**config.mk**
```make
export PLATFORM = sky130hd
export DESIGN_NAME = trial_division_primality
export DESIGN_NICKNAME = d
export VERILOG_FILES = /design/src/tdp_pkg.sv /design/src/trial_division_primality.sv
export SDC_FILE = /design/constraint.sdc
export NUM_CORES = 1
export LEC_CHECK = 0
export BUFFER_PORTS_ARGS = -buffer_cell sky130_fd_sc_hd__buf_2
export CAP_MARGIN = 30
export CELL_PAD_IN_SITES_DETAIL_PLACEMENT = 2
export CELL_PAD_IN_SITES_GLOBAL_PLACEMENT = 2
export CORE_MARGIN = 2
export CORE_UTILIZATION = 41
export DETAILED_ROUTE_END_ITERATION = 10
export PLACE_DENSITY = 0.79
export SKIP_CTS_REPAIR_TIMING = 1
export SLEW_MARGIN = 10
export SYNTH_ARGS = -nofsm -noshare
export SYNTH_HDL_FRONTEND = slang
export SYNTH_SLANG_ARGS = --single-unit
```
**constraint.sdc**
```tcl
create_clock -name clk_i -period 15.8 [get_ports clk_i]
set_clock_uncertainty 0.1 [all_clocks]
set_input_delay 3.16 -clock clk_i [delete_from_list [all_inputs] [get_ports clk_i]]
set_output_delay 3.16 -clock clk_i [all_outputs]
set_load 0.02 [all_outputs]
```
**src/tdp_pkg.sv**
```systemverilog
`timescale 1ns / 1ps

package tdp_pkg;

  // width of the tested number
  localparam int unsigned WIDTH = 32;

  // bit counter of the serial divider
  localparam int unsigned CNT_W = (WIDTH > 1) ? $clog2(WIDTH) : 1;

  // sequencer states
  localparam logic [1:0] ST_IDLE = 2'd0;
  localparam logic [1:0] ST_DIV  = 2'd1;
  localparam logic [1:0] ST_EVAL = 2'd2;

endpackage

```
**src/trial_division_primality.sv**
```systemverilog
`timescale 1ns / 1ps

// Trial-division primality tester. A transaction is taken when start_i is high
// while busy_o is low; the answer is given on is_prime_o while done_o is high for exactly one cycle,
// and must be captured then, as the block cannot be stalled.
// 0, 1 and every even number, two included, are answered in the cycle after the start.
// Any other number runs through odd trial divisors 3, 5, 7 and onward on a single
// restoring divider that yields one quotient bit per cycle, so each trial
// takes WIDTH divide steps plus one evaluation step, and a number n takes
// about sqrt(n) / 2 trials. busy_o stays high throughout.
module trial_division_primality
  import tdp_pkg::*;
(
  input  logic             clk_i,
  input  logic             rst_ni,
  input  logic             start_i,
  input  logic [WIDTH-1:0] number_i,
  output logic             busy_o,
  output logic             done_o,
  output logic             is_prime_o
);

  logic [1:0]       state_q, state_d;
  logic [WIDTH-1:0] n_q, n_d;
  logic [WIDTH-1:0] d_q, d_d;
  logic [WIDTH-1:0] rem_q, rem_d;
  logic [WIDTH-1:0] quo_q, quo_d;
  logic [CNT_W-1:0] cnt_q, cnt_d;
  logic             done_q, done_d;
  logic             prime_q, prime_d;

  logic [WIDTH:0]   trial;
  logic [WIDTH:0]   diff;
  logic             fits;
  logic             accept;

  assign accept = start_i && (state_q == ST_IDLE);

  // one restoring divide step
  assign trial = {rem_q, quo_q[WIDTH-1]};
  assign diff  = trial - {1'b0, d_q};
  assign fits  = (trial >= {1'b0, d_q});

  // sequencer
  always_comb begin
    state_d = state_q;
    n_d     = n_q;
    d_d     = d_q;
    rem_d   = rem_q;
    quo_d   = quo_q;
    cnt_d   = cnt_q;
    done_d  = 1'b0;
    prime_d = prime_q;
    case (state_q)
      ST_IDLE: begin
        if (accept) begin
          n_d = number_i;
          if ((number_i[WIDTH-1:1] == '0) || !number_i[0]) begin
            // below two, or even: only two itself is prime
            done_d  = 1'b1;
            prime_d = (number_i == WIDTH'(2));
          end else begin
            d_d     = WIDTH'(3);
            rem_d   = '0;
            quo_d   = number_i;
            cnt_d   = '0;
            state_d = ST_DIV;
          end
        end
      end
      ST_DIV: begin
        rem_d = fits ? diff[WIDTH-1:0] : trial[WIDTH-1:0];
        quo_d = {quo_q[WIDTH-2:0], fits};
        cnt_d = cnt_q + CNT_W'(1);
        if (cnt_q == CNT_W'(WIDTH - 1)) begin
          state_d = ST_EVAL;
        end
      end
      ST_EVAL: begin
        if (d_q > quo_q) begin
          // divisor passed the square root
          done_d  = 1'b1;
          prime_d = 1'b1;
          state_d = ST_IDLE;
        end else if (rem_q == '0) begin
          done_d  = 1'b1;
          prime_d = 1'b0;
          state_d = ST_IDLE;
        end else begin
          d_d     = d_q + WIDTH'(2);
          rem_d   = '0;
          quo_d   = n_q;
          cnt_d   = '0;
          state_d = ST_DIV;
        end
      end
      default: begin
        state_d = ST_IDLE;
      end
    endcase
  end

  // control registers
  always_ff @(posedge clk_i or negedge rst_ni) begin
    if (!rst_ni) begin
      state_q <= ST_IDLE;
      done_q  <= 1'b0;
    end else begin
      state_q <= state_d;
      done_q  <= done_d;
    end
  end

  // datapath registers
  always_ff @(posedge clk_i) begin
    n_q     <= n_d;
    d_q     <= d_d;
    rem_q   <= rem_d;
    quo_q   <= quo_d;
    cnt_q   <= cnt_d;
    prime_q <= prime_d;
  end

  assign busy_o     = (state_q != ST_IDLE);
  assign done_o     = done_q;
  assign is_prime_o = prime_q;

`ifndef SYNTHESIS
  // a result is only given once the sequencer is back at rest
  assert property (@(posedge clk_i) disable iff (!rst_ni) done_o |-> !busy_o)
    else $error("result strobe while busy");

  // even numbers above two are rejected at once
  assert property (@(posedge clk_i) disable iff (!rst_ni)
    (accept && !number_i[0] && (number_i[WIDTH-1:2] != '0))
      |=> (done_o && !is_prime_o))
    else $error("even number not rejected");

  // the remainder stays below the divisor after a full division
  assert property (@(posedge clk_i) disable iff (!rst_ni)
    (state_q == ST_EVAL) |-> (rem_q < d_q))
    else $error("remainder not below divisor");

  // trial divisors are always odd
  assert property (@(posedge clk_i) disable iff (!rst_ni)
    (state_q == ST_DIV) |-> d_q[0])
    else $error("even trial divisor");
`endif

endmodule
```
==> results.md <==
- Die Wd: 149.9 um
- Final HPWL DP: 20.49 mm
- Worst-Margin Slew: between 800 and 900 ps
- Mapped Nets: just under 1000
- Place WS: ~9600 ps
- Post-Layout Inst Area: a little under 0.01 mm^2
- FF+latch count, synth: 136
- Arrival time at the worst endpoint: 5510 ps
- Reg2reg path depth: 10
- Final max-slew violation count: 0
- # setup viols final: 0
- Root buffer cell: clkbuf_16
- WL final: between 20 and 30 mm
- Distinct cells, synth: between 60 and 70
- N_diodes: 0
- Cells after DPL: 1174
- Final Core Density: 0.4724
- Area occupied by multi-input gates: 0.004247 mm^2
- Most common cell after layout, fill and taps aside: edfxtp_1
- Layout area overhead: 13.48%
- Critical path class: primary input to register
- First-pass GRT wire length: 44.59 mm
- Max-capacitance violation count: 0
- Total Power: 2.559 mW
- Most used DFF post-synth: edfxtp_1
- Vias in the first global route: between 7000 and 8000
- Share of post-route cells with drive strength above 1: 0.1019
- DR vias: 7093
- FFs w/ async S/R, synth: 0.02206
- Clock power frac: 0.169
- Worst R2R Setup Slack: 11310 ps
- Hold path cells: 2
- Fin crit share: 0.3503
- RR Startpoint: quo_q[31]$_DFFE_PP_
- Post-synth EDFFs: ~130
- CP max FO: 38
- Peak supply drop: 0.1254 mV
- Switch share: 0.4543
- Startpoint Class: primary input
- Post-Place Cell Area: ~0.009 mm^2
- Hold Fails Final Rpt: 0
- Internal Power: approximately 1.4 mW
- Initial Util: 0.4162
- Register area: 0.004069 mm^2
- Port Buf Inserts: 37
- PD cells: ~260 mW/mm^2
- Via density: a little under 6
- Remaining Overflow, GRT: 0
- CTS tree: done
- Run status: completed
- CTS max path bufs: 2
- Initial antenna violation count: 0
- Post-synthesis sequential area ratio: 0.4665
- Residual DRC count: 0
- Post-Syn Area per Cell: roughly 9.9 um^2
- 1st-pass router iterations: 5
- Critical Path RT: 15770 ps
- Most frequent cells in the layout: edfxtp_1, a21oi_1, inv_1, nand2_1, nor2_1
- Post-synthesis instance area: 0.008722 mm^2
- IO Pins: 38
- RePlAce Congestion: 0.8279
- Hold worst-path end: state_q[0]$_DFFE_PN0P_
- Post-layout min period: 5535 ps
- RSZ-0062 raised after global routing: false
- CTS Sinks: 136
- Worst Slack Setup Final: 10260 ps
- Worst hold path startpoint: state_q[0]$_DFFE_PN0P_
- Vert. Die Dim: 149.9 um
- Hold WS: 485.4 ps
- Fillcell total: 2219
- TritonCTS Buffers: 17
- Starting DRC count in detailed routing: 336
- Logic pwr share: 0.533
- Post-synthesis cell count: 883
- Rows: 53
- Nets: about 1000
- Leak: 4.012 nW
- Min-delay worst type: register to register
- Yosys Warn Count: 0
- NetSw: between 1 and 1.5 mW
- Crit. End Element: register
- Worst-Skew Late Latency: 440 ps
- Worst-path clk slew: 60 ps
- Max Clk Rate: about 180 MHz
- Non-Filler Instances: 1207
- Max-slew headroom: 0.4289
- Largest net degree at the start of global routing: 69
- Antenna viol nets, final: 0
- Placeable Area: approximately 0.021 mm^2
- H-tree depth: 4
- Die ar.: 0.02246 mm^2
- WL/cell: about 23 um
- Part of the power in registers: 0.297
- Worst reg2reg path endpoint: rem_q[22]$_SDFFCE_PN0P_
- Setup TNS Final: 0 ps
- Tot GR Track Use: 0.2601
-- area by class of cell --
cell class,count,area share
Sequential cell,136,0.4111
Clock inverter,14,0.01985
Multi-Input combinational cell,638,0.4290
Timing Repair Buffer,48,0.03236
Tap cell,275,0.03476
Inverter,78,0.02958
Clock buffer,18,0.04336
-- cell families after synthesis --
kind of cell | count (synthesis) | share of synthesized area
AO/OA/AOI/OAI | 226 | 0.1655
XOR/XNOR | 57 | 0.05724
adder cells (fa/ha/maj) | 71 | 0.1027
buffers and inverters | 109 | 0.04892
flip-flops | 136 | 0.4665
multiplexers | 1 | 0.001148
AND/OR/NAND/NOR | 283 | 0.1579
-- power by group through the flow --
stage                     Sequential [mW]  Clock, mW  Combinational, mW
final                               0.760      0.434               1.36
after global placement              0.748          0               1.21
after CTS                           0.759      0.434               1.36
after detailed placement            0.760          0               1.32
after global routing                0.778      0.448               1.52
after floorplan                     0.706          0              0.960
-- cell usage after synthesis (all sizes together), types with 2 or more instances --
cell | instances | area share
ha | 70 | 0.10
nand2 | 73 | 0.032
nand3 | 26 | 0.015
buf | 13 | 0.0075
a21oi | 91 | 0.053
nor3b | 2 | 0.0017
clkbuf | 18 | 0.0079
nand4 | 20 | 0.014
o21bai | 2 | 0.0017
nor4 | 21 | 0.015
nor3 | 14 | 0.0080
o31ai | 4 | 0.0040
inv | 78 | 0.034
and3 | 5 | 0.0036
o21a | 4 | 0.0034
a211oi | 10 | 0.0092
a31oi | 6 | 0.0043
xnor2 | 48 | 0.048
and2 | 35 | 0.025
o21ai | 26 | 0.015
nor2b | 5 | 0.0036
edfxtp | 133 | 0.46
nor2 | 73 | 0.031
a211o | 2 | 0.0020
a22oi | 31 | 0.027
o211ai | 5 | 0.0043
dfrtp | 3 | 0.0086
a21o | 31 | 0.027
xor2 | 9 | 0.0090
a21boi | 2 | 0.0017
a31o | 3 | 0.0030
-- critical path, cell delays in order --
cell     delay [ps]
buf_2           120
nor4_1           70
nand4_1         160
o31ai_1         130
o21ai_0         440
nand2_1         240
nor2_4          450
buf_16          220
buf_4           470
-- worst max path at each step --
stage               slack (ps)    startpoint                      end  cells past startpoint
floorplan                 8560   number_i[8]   cnt_q[0]$_SDFFCE_PN0P_                      6
CTS                      10080  number_i[30]  rem_q[25]$_SDFFCE_PN0P_                      8
detailed placement        9620  number_i[30]  rem_q[25]$_SDFFCE_PN0P_                      8
finish                   10260  number_i[30]  rem_q[22]$_SDFFCE_PN0P_                      9
global route             10100  number_i[30]  rem_q[24]$_SDFFCE_PN0P_                      9
global placement          9870  number_i[30]  rem_q[25]$_SDFFCE_PN0P_                      8
-- routing by layer --
layer | vias to the layer above | share of wire | global-route usage
met1 | 3577 | 0.43 | 0.3214
met3 | 50 | 0.029 | 0.03293
li1 | 3298 | - | -
met4 | 0 | 0.030 | 0.09481
met2 | 168 | 0.52 | 0.4646
met5 | - | 0 | 0
-- registers in the layout, indices dropped and copies added, names as in the netlist --
| signal | flops |
|---|---|
| is_prime_o | 1 |
| state_q | 2 |
| cnt_q | 5 |
| rem_q | 32 |
| d_q | 31 |
| n_q | 32 |
| done_o | 1 |
| quo_q | 32 |
(Power assumes the default switching activity.)
